<file path="src/rtl/hpsm_pkg.sv">
// Shared types, constants and width helpers for the Hall period speed meter.
`timescale 1ns / 1ps

package hpsm_pkg;

  localparam int CIRC_W    = 12;
  localparam int PPR_W     = 7;
  localparam int PERIOD_W  = 16;
  localparam int CFG_W     = 16;
  localparam int CFG_IDX_W = 2;
  localparam int CLK_W     = 32;
  localparam int SPEED_W   = 16;
  localparam int ACCEL_W   = 24;

  // register indexes on the config port
  localparam logic [CFG_IDX_W-1:0] REG_CIRC   = 2'd0;
  localparam logic [CFG_IDX_W-1:0] REG_PPR    = 2'd1;
  localparam logic [CFG_IDX_W-1:0] REG_PERIOD = 2'd2;

  localparam logic [CIRC_W-1:0]   CIRC_RST   = 12'd1500;
  localparam logic [PPR_W-1:0]    PPR_RST    = 7'd1;
  localparam logic [PERIOD_W-1:0] PERIOD_RST = 16'd500;

  // speed = 360 * circ / (ppr * avg); 360 * 4095 fits 21 bits
  localparam int                SPEED_NUM_W = 21;
  localparam logic [8:0]        SPEED_SCALE = 9'd360;
  localparam logic [SPEED_W-1:0] SPEED_MAX  = 16'hFFFF;

  // accel = dspeed * 25000 / (9 * period); |dspeed| * 25000 fits 31 bits
  localparam int          ACC_PROD_W    = 31;
  localparam logic [14:0] ACC_SCALE     = 15'd25000;
  localparam int          ACC_DVS_W     = 20;
  localparam logic [3:0]  ACC_DVS_SCALE = 4'd9;

  localparam int unsigned ACCEL_MAX_MAG = 32'd8388607;
  localparam int unsigned ACCEL_MIN_MAG = 32'd8388608;
  localparam logic [ACCEL_W-1:0] ACCEL_POS_SAT = 24'h7FFFFF;
  localparam logic [ACCEL_W-1:0] ACCEL_NEG_SAT = 24'h800000;

  typedef struct packed {
    logic [CIRC_W-1:0]   wheel_circumference_mm;
    logic [PPR_W-1:0]    pulses_per_rev;
    logic [PERIOD_W-1:0] update_period_ms;
  } cfg_t;

  typedef enum logic [2:0] {
    B_IDLE,
    B_AVG,
    B_DEN,
    B_SPEED,
    B_ACC_MUL,
    B_ACC_START,
    B_ACC_DIV,
    B_OUT
  } back_state_t;

  function automatic int pos_width(input int samples);
    return (samples > 1) ? $clog2(samples) : 1;
  endfunction

  function automatic int sum_width(input int samples, input int ib);
    return ib + pos_width(samples);
  endfunction

  function automatic int divd_width(input int samples, input int ib);
    int w;
    w = sum_width(samples, ib);
    if (w < ACC_PROD_W) w = ACC_PROD_W;
    if (w < SPEED_NUM_W) w = SPEED_NUM_W;
    return w;
  endfunction

  function automatic int dvs_width(input int ib);
    return (PPR_W + ib > ACC_DVS_W) ? PPR_W + ib : ACC_DVS_W;
  endfunction

endpackage

</file>
<file path="src/rtl/hall_period_speed_meter.sv">
// Top level of the Hall period speed meter: config registers, front, queue, back, divider.
`timescale 1ns / 1ps
// Flow: an item that causes no recomputation goes from the queue into the result register;
//   a recomputing item is popped and then passes the average, denominator, speed divide,
//   accel multiply, accel start, accel divide and output states, skipping the speed divide
//   when the denominator is zero. Items behind a recompute wait for it.
// Throughput: one item per cycle while no recomputation runs and the result is not
//   stalled; the two-entry queue takes up to two more items while the back divides. Reset
//   (rst, synchronous): config to defaults; clock, ring, sums, held speed and accel go to zero.

module hall_period_speed_meter import hpsm_pkg::*; #(
  parameter int SAMPLES       = 8,
  parameter int INTERVAL_BITS = 16
) (
  input  logic                     clk,
  input  logic                     rst,
  input  logic                     cfg_we,
  input  logic [CFG_IDX_W-1:0]     cfg_index,
  input  logic [CFG_W-1:0]         cfg_data,
  input  logic                     item_valid,
  output logic                     item_stall,
  input  logic                     tick,
  input  logic                     pulse,
  output logic                     result_valid,
  input  logic                     result_stall,
  output logic [SPEED_W-1:0]       speed_centi_kmh,
  output logic signed [ACCEL_W-1:0] accel_mm_s2,
  output logic                     updated
);

  localparam int SUM_W  = sum_width(SAMPLES, INTERVAL_BITS);
  localparam int DIVD_W = divd_width(SAMPLES, INTERVAL_BITS);
  localparam int DVS_W  = dvs_width(INTERVAL_BITS);

  cfg_t cfg;

  // queue payload: {recompute due, ring sum after this item}
  logic             q_push;
  logic [SUM_W:0]   q_push_data;
  logic             q_pop;
  logic [SUM_W:0]   q_pop_data;
  logic             q_full;
  logic             q_empty;
  logic             item_accept;

  logic              div_start;
  logic [DIVD_W-1:0] div_dividend;
  logic [DVS_W-1:0]  div_divisor;
  logic              div_busy;
  logic              div_done;
  logic [DIVD_W-1:0] div_quot;

  // config writes must come only while idle (the block does not enforce it); out-of-range indexes are dropped
  always_ff @(posedge clk) begin
    if (rst) begin
      cfg.wheel_circumference_mm <= CIRC_RST;
      cfg.pulses_per_rev         <= PPR_RST;
      cfg.update_period_ms       <= PERIOD_RST;
    end else if (cfg_we) begin
      case (cfg_index)
        REG_CIRC:   cfg.wheel_circumference_mm <= cfg_data[CIRC_W-1:0];
        REG_PPR:    cfg.pulses_per_rev         <= cfg_data[PPR_W-1:0];
        REG_PERIOD: cfg.update_period_ms       <= cfg_data[PERIOD_W-1:0];
        default: begin
        end
      endcase
    end
  end

  // the front stalls only on a full queue
  assign item_stall  = q_full;
  assign item_accept = item_valid && !q_full;

  hpsm_front #(
    .SAMPLES       (SAMPLES),
    .INTERVAL_BITS (INTERVAL_BITS)
  ) u_front (
    .clk       (clk),
    .rst       (rst),
    .cfg       (cfg),
    .accept    (item_accept),
    .tick      (tick),
    .pulse     (pulse),
    .push      (q_push),
    .push_data (q_push_data)
  );

  hpsm_fifo #(
    .W (SUM_W + 1)
  ) u_fifo (
    .clk       (clk),
    .rst       (rst),
    .push      (q_push),
    .push_data (q_push_data),
    .pop       (q_pop),
    .pop_data  (q_pop_data),
    .full      (q_full),
    .empty     (q_empty)
  );

  hpsm_div #(
    .DIVD_W (DIVD_W),
    .DVS_W  (DVS_W)
  ) u_div (
    .clk      (clk),
    .rst      (rst),
    .start    (div_start),
    .dividend (div_dividend),
    .divisor  (div_divisor),
    .busy     (div_busy),
    .done     (div_done),
    .quot     (div_quot)
  );

  hpsm_back #(
    .SAMPLES       (SAMPLES),
    .INTERVAL_BITS (INTERVAL_BITS)
  ) u_back (
    .clk             (clk),
    .rst             (rst),
    .cfg             (cfg),
    .q_empty         (q_empty),
    .q_data          (q_pop_data),
    .q_pop           (q_pop),
    .div_start       (div_start),
    .div_dividend    (div_dividend),
    .div_divisor     (div_divisor),
    .div_done        (div_done),
    .div_quot        (div_quot),
    .result_valid    (result_valid),
    .result_stall    (result_stall),
    .speed_centi_kmh (speed_centi_kmh),
    .accel_mm_s2     (accel_mm_s2),
    .updated         (updated)
  );

  // the divider is never restarted mid-run
  a_div_start_idle: assert property (@(posedge clk) disable iff (rst)
    div_start |-> !div_busy)
    else $error("divider started while busy");

  // the back never pops an empty queue
  a_pop_nonempty: assert property (@(posedge clk) disable iff (rst)
    q_pop |-> !q_empty)
    else $error("pop from empty queue");

  // a quotient is only flagged at the end of a run
  a_done_after_busy: assert property (@(posedge clk) disable iff (rst)
    div_done |-> $past(div_busy))
    else $error("divider done without a run");

endmodule

</file>
<file path="src/rtl/hpsm_fifo.sv">
// Two-entry queue between the front and the back.
`timescale 1ns / 1ps

module hpsm_fifo import hpsm_pkg::*; #(
  parameter int W = 20
) (
  input  logic         clk,
  input  logic         rst,
  input  logic         push,
  input  logic [W-1:0] push_data,
  input  logic         pop,
  output logic [W-1:0] pop_data,
  output logic         full,
  output logic         empty
);

  logic [W-1:0] mem [2];
  logic         wr_ptr;
  logic         rd_ptr;
  logic [1:0]   count;

  assign full     = (count == 2'd2);
  assign empty    = (count == 2'd0);
  assign pop_data = mem[rd_ptr];

  always_ff @(posedge clk) begin
    if (rst) begin
      wr_ptr <= 1'b0;
      rd_ptr <= 1'b0;
      count  <= 2'd0;
    end else begin
      if (push) wr_ptr <= ~wr_ptr;
      if (pop) rd_ptr <= ~rd_ptr;
      count <= count + 2'(push) - 2'(pop);
    end
  end

  always_ff @(posedge clk) begin
    if (push) mem[wr_ptr] <= push_data;
  end

endmodule

</file>
<file path="src/rtl/hpsm_front.sv">
// Front end: ms clock, edge interval ring with running sum, update due check.
`timescale 1ns / 1ps

module hpsm_front import hpsm_pkg::*; #(
  parameter int SAMPLES       = 8,
  parameter int INTERVAL_BITS = 16
) (
  input  logic                                          clk,
  input  logic                                          rst,
  input  cfg_t                                          cfg,
  input  logic                                          accept,
  input  logic                                          tick,
  input  logic                                          pulse,
  output logic                                          push,
  output logic [sum_width(SAMPLES, INTERVAL_BITS):0]    push_data
);

  localparam int POS_W = pos_width(SAMPLES);
  localparam int SUM_W = sum_width(SAMPLES, INTERVAL_BITS);
  localparam logic [POS_W-1:0] POS_LAST = POS_W'(SAMPLES - 1);
  localparam logic [CLK_W-1:0] IV_LIM =
    CLK_W'((64'd1 << INTERVAL_BITS) - 64'd1);

  logic [CLK_W-1:0]         clock_ms;
  logic [CLK_W-1:0]         last_edge_time;
  logic [CLK_W-1:0]         last_update_time;
  logic [POS_W-1:0]         ring_pos;
  logic [POS_W-1:0]         ring_pos_next;
  logic [SUM_W-1:0]         ring_sum;
  logic [SUM_W-1:0]         ring_sum_next;
  logic [INTERVAL_BITS-1:0] ring [SAMPLES];
  logic [SAMPLES-1:0]       ring_valid;
  logic [INTERVAL_BITS-1:0] ring_old;

  logic [CLK_W-1:0]         clock_next;
  logic [CLK_W-1:0]         iv_raw;
  logic [INTERVAL_BITS-1:0] iv;
  logic                     edge_wr;
  logic [PERIOD_W-1:0]      period;
  logic                     due;

  always_comb begin
    clock_next    = clock_ms + CLK_W'(tick);
    iv_raw        = clock_next - last_edge_time;
    iv            = (iv_raw > IV_LIM) ? IV_LIM[INTERVAL_BITS-1:0]
                                      : iv_raw[INTERVAL_BITS-1:0];
    edge_wr       = accept && pulse;
    ring_pos_next = ring_pos;
    if (edge_wr) begin
      ring_pos_next = (ring_pos == POS_LAST) ? '0 : ring_pos + POS_W'(1);
    end
    // ring_old always holds the entry at ring_pos, so the sum updates in place
    ring_sum_next = ring_sum - SUM_W'(ring_old) + SUM_W'(iv);
    period        = (cfg.update_period_ms == '0) ? PERIOD_W'(1) : cfg.update_period_ms;
    due           = (clock_next - last_update_time) >= CLK_W'(period);
  end

  assign push      = accept;
  assign push_data = {due, edge_wr ? ring_sum_next : ring_sum};

  always_ff @(posedge clk) begin
    if (rst) begin
      clock_ms         <= '0;
      last_edge_time   <= '0;
      last_update_time <= '0;
      ring_pos         <= '0;
      ring_sum         <= '0;
      ring_valid       <= '0;
      ring_old         <= '0;
    end else begin
      if (accept) begin
        clock_ms <= clock_next;
        if (due) last_update_time <= clock_next;
      end
      if (edge_wr) begin
        last_edge_time       <= clock_next;
        ring_sum             <= ring_sum_next;
        ring_valid[ring_pos] <= 1'b1;
      end
      ring_pos <= ring_pos_next;
      // registered read of the next slot, write-first on a collision
      if (edge_wr && (ring_pos == ring_pos_next)) begin
        ring_old <= iv;
      end else if (ring_valid[ring_pos_next]) begin
        ring_old <= ring[ring_pos_next];
      end else begin
        ring_old <= '0;
      end
    end
  end

  always_ff @(posedge clk) begin
    if (edge_wr) ring[ring_pos] <= iv;
  end

endmodule

</file>
<file path="src/rtl/hpsm_div.sv">
// Restoring divider, one quotient bit per cycle.
`timescale 1ns / 1ps

module hpsm_div import hpsm_pkg::*; #(
  parameter int DIVD_W = 31,
  parameter int DVS_W  = 23
) (
  input  logic              clk,
  input  logic              rst,
  input  logic              start,
  input  logic [DIVD_W-1:0] dividend,
  input  logic [DVS_W-1:0]  divisor,
  output logic              busy,
  output logic              done,
  output logic [DIVD_W-1:0] quot
);

  localparam int CNT_W = $clog2(DIVD_W + 1);

  logic [DIVD_W-1:0] acc;
  logic [DVS_W-1:0]  rem;
  logic [DVS_W-1:0]  dvs;
  logic [CNT_W-1:0]  cnt;
  logic [DVS_W:0]    rem_sh;
  logic              fits;
  logic [DVS_W-1:0]  rem_nx;

  always_comb begin
    rem_sh = {rem, acc[DIVD_W-1]};
    fits   = rem_sh >= {1'b0, dvs};
    rem_nx = fits ? DVS_W'(rem_sh - {1'b0, dvs}) : rem_sh[DVS_W-1:0];
  end

  assign quot = acc;

  always_ff @(posedge clk) begin
    if (rst) begin
      busy <= 1'b0;
      done <= 1'b0;
    end else if (start) begin
      busy <= 1'b1;
      done <= 1'b0;
    end else begin
      done <= busy && (cnt == CNT_W'(1));
      if (busy && (cnt == CNT_W'(1))) busy <= 1'b0;
    end
  end

  always_ff @(posedge clk) begin
    if (start) begin
      acc <= dividend;
      dvs <= divisor;
      rem <= '0;
      cnt <= CNT_W'(DIVD_W);
    end else if (busy) begin
      acc <= {acc[DIVD_W-2:0], fits};
      rem <= rem_nx;
      cnt <= cnt - CNT_W'(1);
    end
  end

endmodule

</file>
<file path="src/rtl/hpsm_back.sv">
// Back end: ring average, speed and acceleration via the shared divider, result register.
`timescale 1ns / 1ps

module hpsm_back import hpsm_pkg::*; #(
  parameter int SAMPLES       = 8,
  parameter int INTERVAL_BITS = 16
) (
  input  logic                                          clk,
  input  logic                                          rst,
  input  cfg_t                                          cfg,
  input  logic                                          q_empty,
  input  logic [sum_width(SAMPLES, INTERVAL_BITS):0]    q_data,
  output logic                                          q_pop,
  output logic                                          div_start,
  output logic [divd_width(SAMPLES, INTERVAL_BITS)-1:0] div_dividend,
  output logic [dvs_width(INTERVAL_BITS)-1:0]           div_divisor,
  input  logic                                          div_done,
  input  logic [divd_width(SAMPLES, INTERVAL_BITS)-1:0] div_quot,
  output logic                                          result_valid,
  input  logic                                          result_stall,
  output logic [SPEED_W-1:0]                            speed_centi_kmh,
  output logic signed [ACCEL_W-1:0]                     accel_mm_s2,
  output logic                                          updated
);

  localparam int SUM_W  = sum_width(SAMPLES, INTERVAL_BITS);
  localparam int DIVD_W = divd_width(SAMPLES, INTERVAL_BITS);
  localparam int DVS_W  = dvs_width(INTERVAL_BITS);
  localparam int DEN_W  = PPR_W + INTERVAL_BITS;

  // floor(sum / SAMPLES) as (sum * ceil(2^AVG_SH / SAMPLES)) >> AVG_SH;
  // exact for every sum below 2^SUM_W since SAMPLES <= 2^pos_width
  localparam int AVG_SH     = SUM_W + pos_width(SAMPLES);
  localparam int RCP_W      = AVG_SH + 1;
  localparam int AVG_PROD_W = SUM_W + RCP_W;
  localparam logic [RCP_W-1:0] AVG_RCP =
    RCP_W'(((64'd1 << AVG_SH) + 64'(SAMPLES) - 64'd1) / 64'(SAMPLES));

  back_state_t state, state_next;

  logic [DEN_W-1:0]      den;
  logic [SPEED_W-1:0]    speed_new;
  logic [SPEED_W-1:0]    speed_held;
  logic [ACCEL_W-1:0]    accel_held;
  logic                  acc_neg;
  logic [ACC_PROD_W-1:0] acc_prod;

  logic [SUM_W-1:0]         sum_held;
  logic [INTERVAL_BITS-1:0] avg;
  logic [AVG_PROD_W-1:0]    avg_prod;

  logic                  out_free;
  logic                  q_upd;
  logic [SUM_W-1:0]      q_sum;
  logic [SPEED_NUM_W-1:0] num;
  logic [PERIOD_W-1:0]   period;
  logic [ACC_DVS_W-1:0]  acc_dvs;
  logic [SPEED_W-1:0]    speed_mag;
  logic [SPEED_W-1:0]    speed_sat;
  logic [ACCEL_W-1:0]    accel_sat;
  logic                  load_hold;
  logic                  load_new;

  always_comb begin
    out_free  = !result_valid || !result_stall;
    q_upd     = q_data[SUM_W];
    q_sum     = q_data[SUM_W-1:0];
    avg_prod  = AVG_PROD_W'(sum_held) * AVG_PROD_W'(AVG_RCP);
    den       = DEN_W'(cfg.pulses_per_rev) * DEN_W'(avg);
    num       = SPEED_NUM_W'(cfg.wheel_circumference_mm) * SPEED_NUM_W'(SPEED_SCALE);
    period    = (cfg.update_period_ms == '0) ? PERIOD_W'(1) : cfg.update_period_ms;
    acc_dvs   = ACC_DVS_W'(period) * ACC_DVS_W'(ACC_DVS_SCALE);
    speed_mag = (speed_new < speed_held) ? speed_held - speed_new
                                         : speed_new - speed_held;
    speed_sat = (div_quot > DIVD_W'(SPEED_MAX)) ? SPEED_MAX : div_quot[SPEED_W-1:0];
    // truncation toward zero: divide the magnitude, then restore the sign
    if (acc_neg) begin
      accel_sat = (div_quot > DIVD_W'(ACCEL_MIN_MAG)) ? ACCEL_NEG_SAT
                                                      : -div_quot[ACCEL_W-1:0];
    end else begin
      accel_sat = (div_quot > DIVD_W'(ACCEL_MAX_MAG)) ? ACCEL_POS_SAT
                                                      : div_quot[ACCEL_W-1:0];
    end
  end

  // next state
  always_comb begin
    state_next = state;
    case (state)
      B_IDLE: begin
        if (!q_empty && q_upd) state_next = B_AVG;
      end
      B_AVG: begin
        state_next = B_DEN;
      end
      B_DEN: begin
        state_next = (den == '0) ? B_ACC_MUL : B_SPEED;
      end
      B_SPEED: begin
        if (div_done) state_next = B_ACC_MUL;
      end
      B_ACC_MUL: begin
        state_next = B_ACC_START;
      end
      B_ACC_START: begin
        state_next = B_ACC_DIV;
      end
      B_ACC_DIV: begin
        if (div_done) state_next = B_OUT;
      end
      B_OUT: begin
        if (out_free) state_next = B_IDLE;
      end
      default: begin
        state_next = B_IDLE;
      end
    endcase
  end

  // control outputs
  always_comb begin
    q_pop        = 1'b0;
    div_start    = 1'b0;
    div_dividend = '0;
    div_divisor  = '0;
    load_hold    = 1'b0;
    load_new     = 1'b0;
    case (state)
      B_IDLE: begin
        q_pop     = !q_empty && (q_upd || out_free);
        load_hold = !q_empty && !q_upd && out_free;
      end
      B_DEN: begin
        div_start    = (den != '0);
        div_dividend = DIVD_W'(num);
        div_divisor  = DVS_W'(den);
      end
      B_ACC_START: begin
        div_start    = 1'b1;
        div_dividend = DIVD_W'(acc_prod);
        div_divisor  = DVS_W'(acc_dvs);
      end
      B_OUT: begin
        load_new = out_free;
      end
      default: begin
      end
    endcase
  end

  always_ff @(posedge clk) begin
    if (rst) begin
      state      <= B_IDLE;
      speed_held <= '0;
      accel_held <= '0;
    end else begin
      state <= state_next;
      if (state == B_ACC_DIV && div_done) begin
        speed_held <= speed_new;
        accel_held <= accel_sat;
      end
    end
  end

  always_ff @(posedge clk) begin
    if (state == B_IDLE && !q_empty && q_upd) sum_held <= q_sum;
    if (state == B_AVG) avg <= avg_prod[AVG_SH +: INTERVAL_BITS];
    if (state == B_DEN && den == '0) speed_new <= '0;
    if (state == B_SPEED && div_done) speed_new <= speed_sat;
    if (state == B_ACC_MUL) begin
      acc_neg  <= speed_new < speed_held;
      acc_prod <= ACC_PROD_W'(speed_mag) * ACC_PROD_W'(ACC_SCALE);
    end
  end

  always_ff @(posedge clk) begin
    if (rst) begin
      result_valid <= 1'b0;
    end else if (load_hold || load_new) begin
      result_valid <= 1'b1;
    end else if (!result_stall) begin
      result_valid <= 1'b0;
    end
  end

  always_ff @(posedge clk) begin
    if (load_hold || load_new) begin
      speed_centi_kmh <= speed_held;
      accel_mm_s2     <= accel_held;
      updated         <= load_new;
    end
  end

endmodule
</file>
<file path="config.mk">
export PLATFORM = sky130hd
export DESIGN_NAME = hall_period_speed_meter
export DESIGN_NICKNAME = d
export VERILOG_FILES = /design/src/rtl/hpsm_pkg.sv /design/src/rtl/hall_period_speed_meter.sv /design/src/rtl/hpsm_fifo.sv /design/src/rtl/hpsm_front.sv /design/src/rtl/hpsm_div.sv /design/src/rtl/hpsm_back.sv
export SDC_FILE = /design/constraint.sdc
export NUM_CORES = 2
export LEC_CHECK = 0
export ABC_CLOCK_PERIOD_IN_PS = 9900
export BUFFER_PORTS_ARGS = -buffer_cell sky130_fd_sc_hd__buf_2
export CORE_MARGIN = 10
export CORE_UTILIZATION = 50
export CTS_BUF_LIST = sky130_fd_sc_hd__clkbuf_4 sky130_fd_sc_hd__clkbuf_8 sky130_fd_sc_hd__clkbuf_16
export DETAILED_ROUTE_END_ITERATION = 12
export PLACE_DENSITY = 0.66
export SYNTH_ARGS = -nofsm -noshare
export SYNTH_HDL_FRONTEND = slang
export SYNTH_SLANG_ARGS = --single-unit
</file>
<file path="constraint.sdc">
create_clock -name clk -period 9.9 [get_ports clk]
set_input_delay 0.495 -clock clk [delete_from_list [all_inputs] [get_ports clk]]
set_output_delay 0.495 -clock clk [all_outputs]
set_load 0.05 [all_outputs]
</file>
==> key figures <==
Power and ir drop
  • Worst ir drop on vdd: 178.6 uV
  • Final Total Pwr: 0.009500 W
  • Leak: 18.78 nW
  • Power Density: between 200 and 250 nW/um2

Logic synthesis
  • Mapped Cells: around 4,400
  • Number of enable flip-flop cells after synthesis: 334
  • Top FF cell, synth: edfxtp_1
  • Synthesized flop and latch total: between 500 and 600
  • Async set or reset register ratio after synthesis: 0
  • Post-synth cell types: 95
  • Cell area after synthesis: 41,060 um2
  • Yosys warnings: 0
  • Avg Cell Area, Syn: 9.313 um2
  • Share of the synthesized area in the top cell type: 0.2442
  • Most area-hungry cell type in the Yosys netlist: edfxtp_1
  • Area contributors post-synth: edfxtp_1 (24%), dfxtp_1 (12%), ha_1 (11%), fa_1 (7.5%), nand2_1 (4.4%)
  • Register area share after synthesis: 0.3691
  • Net Count, Synth: roughly 4,900

Detailed routing
  • Met2 Wirelength: 45,330 um
  • Number of DRC markers in iteration 0: 2,337
  • Routed wire length: between 100,000 and 150,000 um
  • Highest metal used: met4
  • Post-DR vias/cell: 5.758
  • Wire per inst: 18.24 um
  • Final ANT Viol Nets: 0
  • Vias: 31,610
  • WL met3: 6029 um
  • DRC: 0
  • Post-Route M1 WL: 46,250 um
  • DR pass1 iterations: 5

STA
  • Minimum clock period: about 9 ns
  • Final period util: 0.9129
  • Final Hold Viols: 0
  • Least-Margin Pin Slew: 1.117 ns
  • RSZ-0062 raised after global routing: false
  • Fmax: 110.7 MHz
  • Clock skew: between 0.03 and 0.04 ns
  • Max Slew Vio Count: 0
  • Fin Setup TNS: 0 ns
  • Max_slew headroom: 0.2535
  • Hold WS: about 0.13 ns
  • Final setup violating endpoints: 0

Clock tree
  • Clk Latency, worst-skew pair: approximately 0.64 ns
  • CTS max path bufs: 3
  • CTS Sinks: approximately 600
  • CTS tree: done
  • Hold Buf Count CTS: 0
  • Post CTS Setup Buffer Count: 0
  • H-Tree Depth: 3
  • Resize count post-CTS: 0
  • Clock transition at path regs: 0.06 ns
  • CTS root buffer: clkbuf_16
  • Num CTS Buffers: 66

Die
  • Die extent in x: 306.6 um
  • # rows: 105
  • IO Count: 68
  • Die Height: 306.6 um
  • Core box area: 81,720 um2
  • Die ar.: approximately 94,000 um2
  • Initial Utilization: 0.5025

Setup path
  • R2R Setup Slk: 0.86 ns
  • Worst Path Max Fanout: 9
  • Critical R2R Launch: u_front.clock_ms[0]$_SDFFE_PP0P_
  • R2R depth: 34
  • Crit Reg-Reg Endpoint: u_fifo.mem[0][17]$_DFFE_PP_
  • Most used cell, CP: a21oi_1
  • CP required: 10.23 ns
  • Slowest cell on the critical path: fa_1
  • Worst Setup Start Kind: flop
  • Max stage delay on crit path: 0.54 ns
  • WP data arrival: 9.37 ns
  • Setup CP Type: flop to flop
  • Critical path capture point type: flop

Global route
  • Initial antenna violation count: 0
  • Total Routing Usage GR: 0.2109
  • Grt total ovfl: 0
  • First-pass GRT wire length: 162,900 um
  • Largest net degree at the start of global routing: 82
  • Vias in the first global route: 30,750

Layout
  • Ratio of cells with drive above 1 in the final layout: 0.06878
  • Area grow syn2layout: 8.915%
  • ANT cells: 0
  • Most common cell after layout, fill and taps aside: nand2_1
  • Commonest non-fill, non-tap cells in the layout: nand2_1 (483), inv_1 (457), ha_1 (362), edfxtp_1 (334), nor2_1 (294)
  • Final Core Density: 0.5473
  • Nets@finish: 4,906

Placed design
  • Hpwl dp: around 74,000 um
  • GPL Wtd Cong: 0.9069
  • Port bufs: 67

Hold path
  • Worst Hold Class: input pin to flop
  • Hold Path Cell Cnt: 3
  • Hold Startpoint: cfg_data[12]
  • Worst Hold Path EP: cfg[12]$_SDFFE_PP0P_

Run
  • Maxcap violations: 0

Outcome
  • Status: completed
==> kinds of logic after synthesis <==
logic type	count (synthesis)	share of synthesized area
XOR/XNOR	208	0.04488
AO/OA/AOI/OAI	1023	0.1666
flip-flops	590	0.3691
multiplexers	66	0.01682
adder cells (fa/ha/maj)	515	0.1849
AND/OR/NAND/NOR	1323	0.1545
buffers and inverters	684	0.06320
==> cells in the mapped netlist (all sizes together) (53+ instances only) <==
library cell  instances
fa                  153
dfxtp               256
a21oi               256
xnor2               116
edfxtp              334
nor3                 72
a211oi               87
and2                 88
nand3                75
nand2               484
a31oi                53
ha                  362
clkbuf              193
a21o                 91
and3                 54
nor2                294
xor2                 91
o21ai               167
inv                 459
==> area by class of cell <==
cell class,count,area (um2)
clock buffer,84,1812
tap,1070,1339
sequential,590,15150
clock inverter,38,579.3
inverter,459,1723
timing repair buffer,114,690.7
multi-input combinational,3135,23430
fill,7378,36990
==> routing by layer <==
metal  vias to the layer above  global-route usage
met1                     15100              0.2920
met2                       849              0.3426
met3                       148             0.02893
met5                         -                   0
met4                         0             0.05827
li1                      15510                   -
==> through the flow <==
step	instance area, um2	setup slack (ns)	std cells
global placement	42300	0.1929	5368
floorplan	41060	0.8481	4409
global route	44720	0.05697	5490
detailed placement	42300	0.01636	5368
finish	44720	0.8626	5490
CTS	44690	0.2305	5490
==> registers in the layout (all words and copies together), names as in the netlist, 24 cells and up, named ones only <==
signal                    count
u_front.clock_ms             32
cfg                          35
u_fifo.mem                   34
u_back.accel_held            24
u_back.accel_mm_s2           24
u_front.ring                128
u_front.last_edge_time       32
u_back.acc_prod              28
u_div.quot                   31
u_front.last_update_time     32
==> worst max-delay path: cells and delay by family, from the launching register on <==
kind / cells / cell delay [ns]
AOI/OAI and AO/OA: 14 / 3.31
xor gates and xnor gates: 2 / 0.37
adders and majority gates: 5 / 1.67
buffers and inverters: 2 / 0.41
DFF: 1 / 0.33
and+or+nand+nor: 11 / 2.68
==> report_power, final <==
part           switching (W)  total, W  internal (W)
clock network        0.00106   0.00265       0.00159
registers           0.000363   0.00346       0.00310
logic                0.00207   0.00339       0.00132
==> worst max path at each step <==
stage / startpoint / to / depth (start not counted)
after floorplan: tick / u_fifo.mem[0][17]$_DFFE_PP_ / 35
after CTS: u_front.clock_ms[0]$_SDFFE_PP0P_ / u_fifo.mem[1][17]$_DFFE_PP_ / 34
final: u_front.clock_ms[0]$_SDFFE_PP0P_ / u_fifo.mem[0][17]$_DFFE_PP_ / 34
after detailed placement: tick / u_fifo.mem[1][17]$_DFFE_PP_ / 35
after global placement: tick / u_fifo.mem[0][17]$_DFFE_PP_ / 35
after global routing: u_front.clock_ms[0]$_SDFFE_PP0P_ / u_fifo.mem[1][17]$_DFFE_PP_ / 34
No activity file was read; power rests on OpenSTA's default activity.
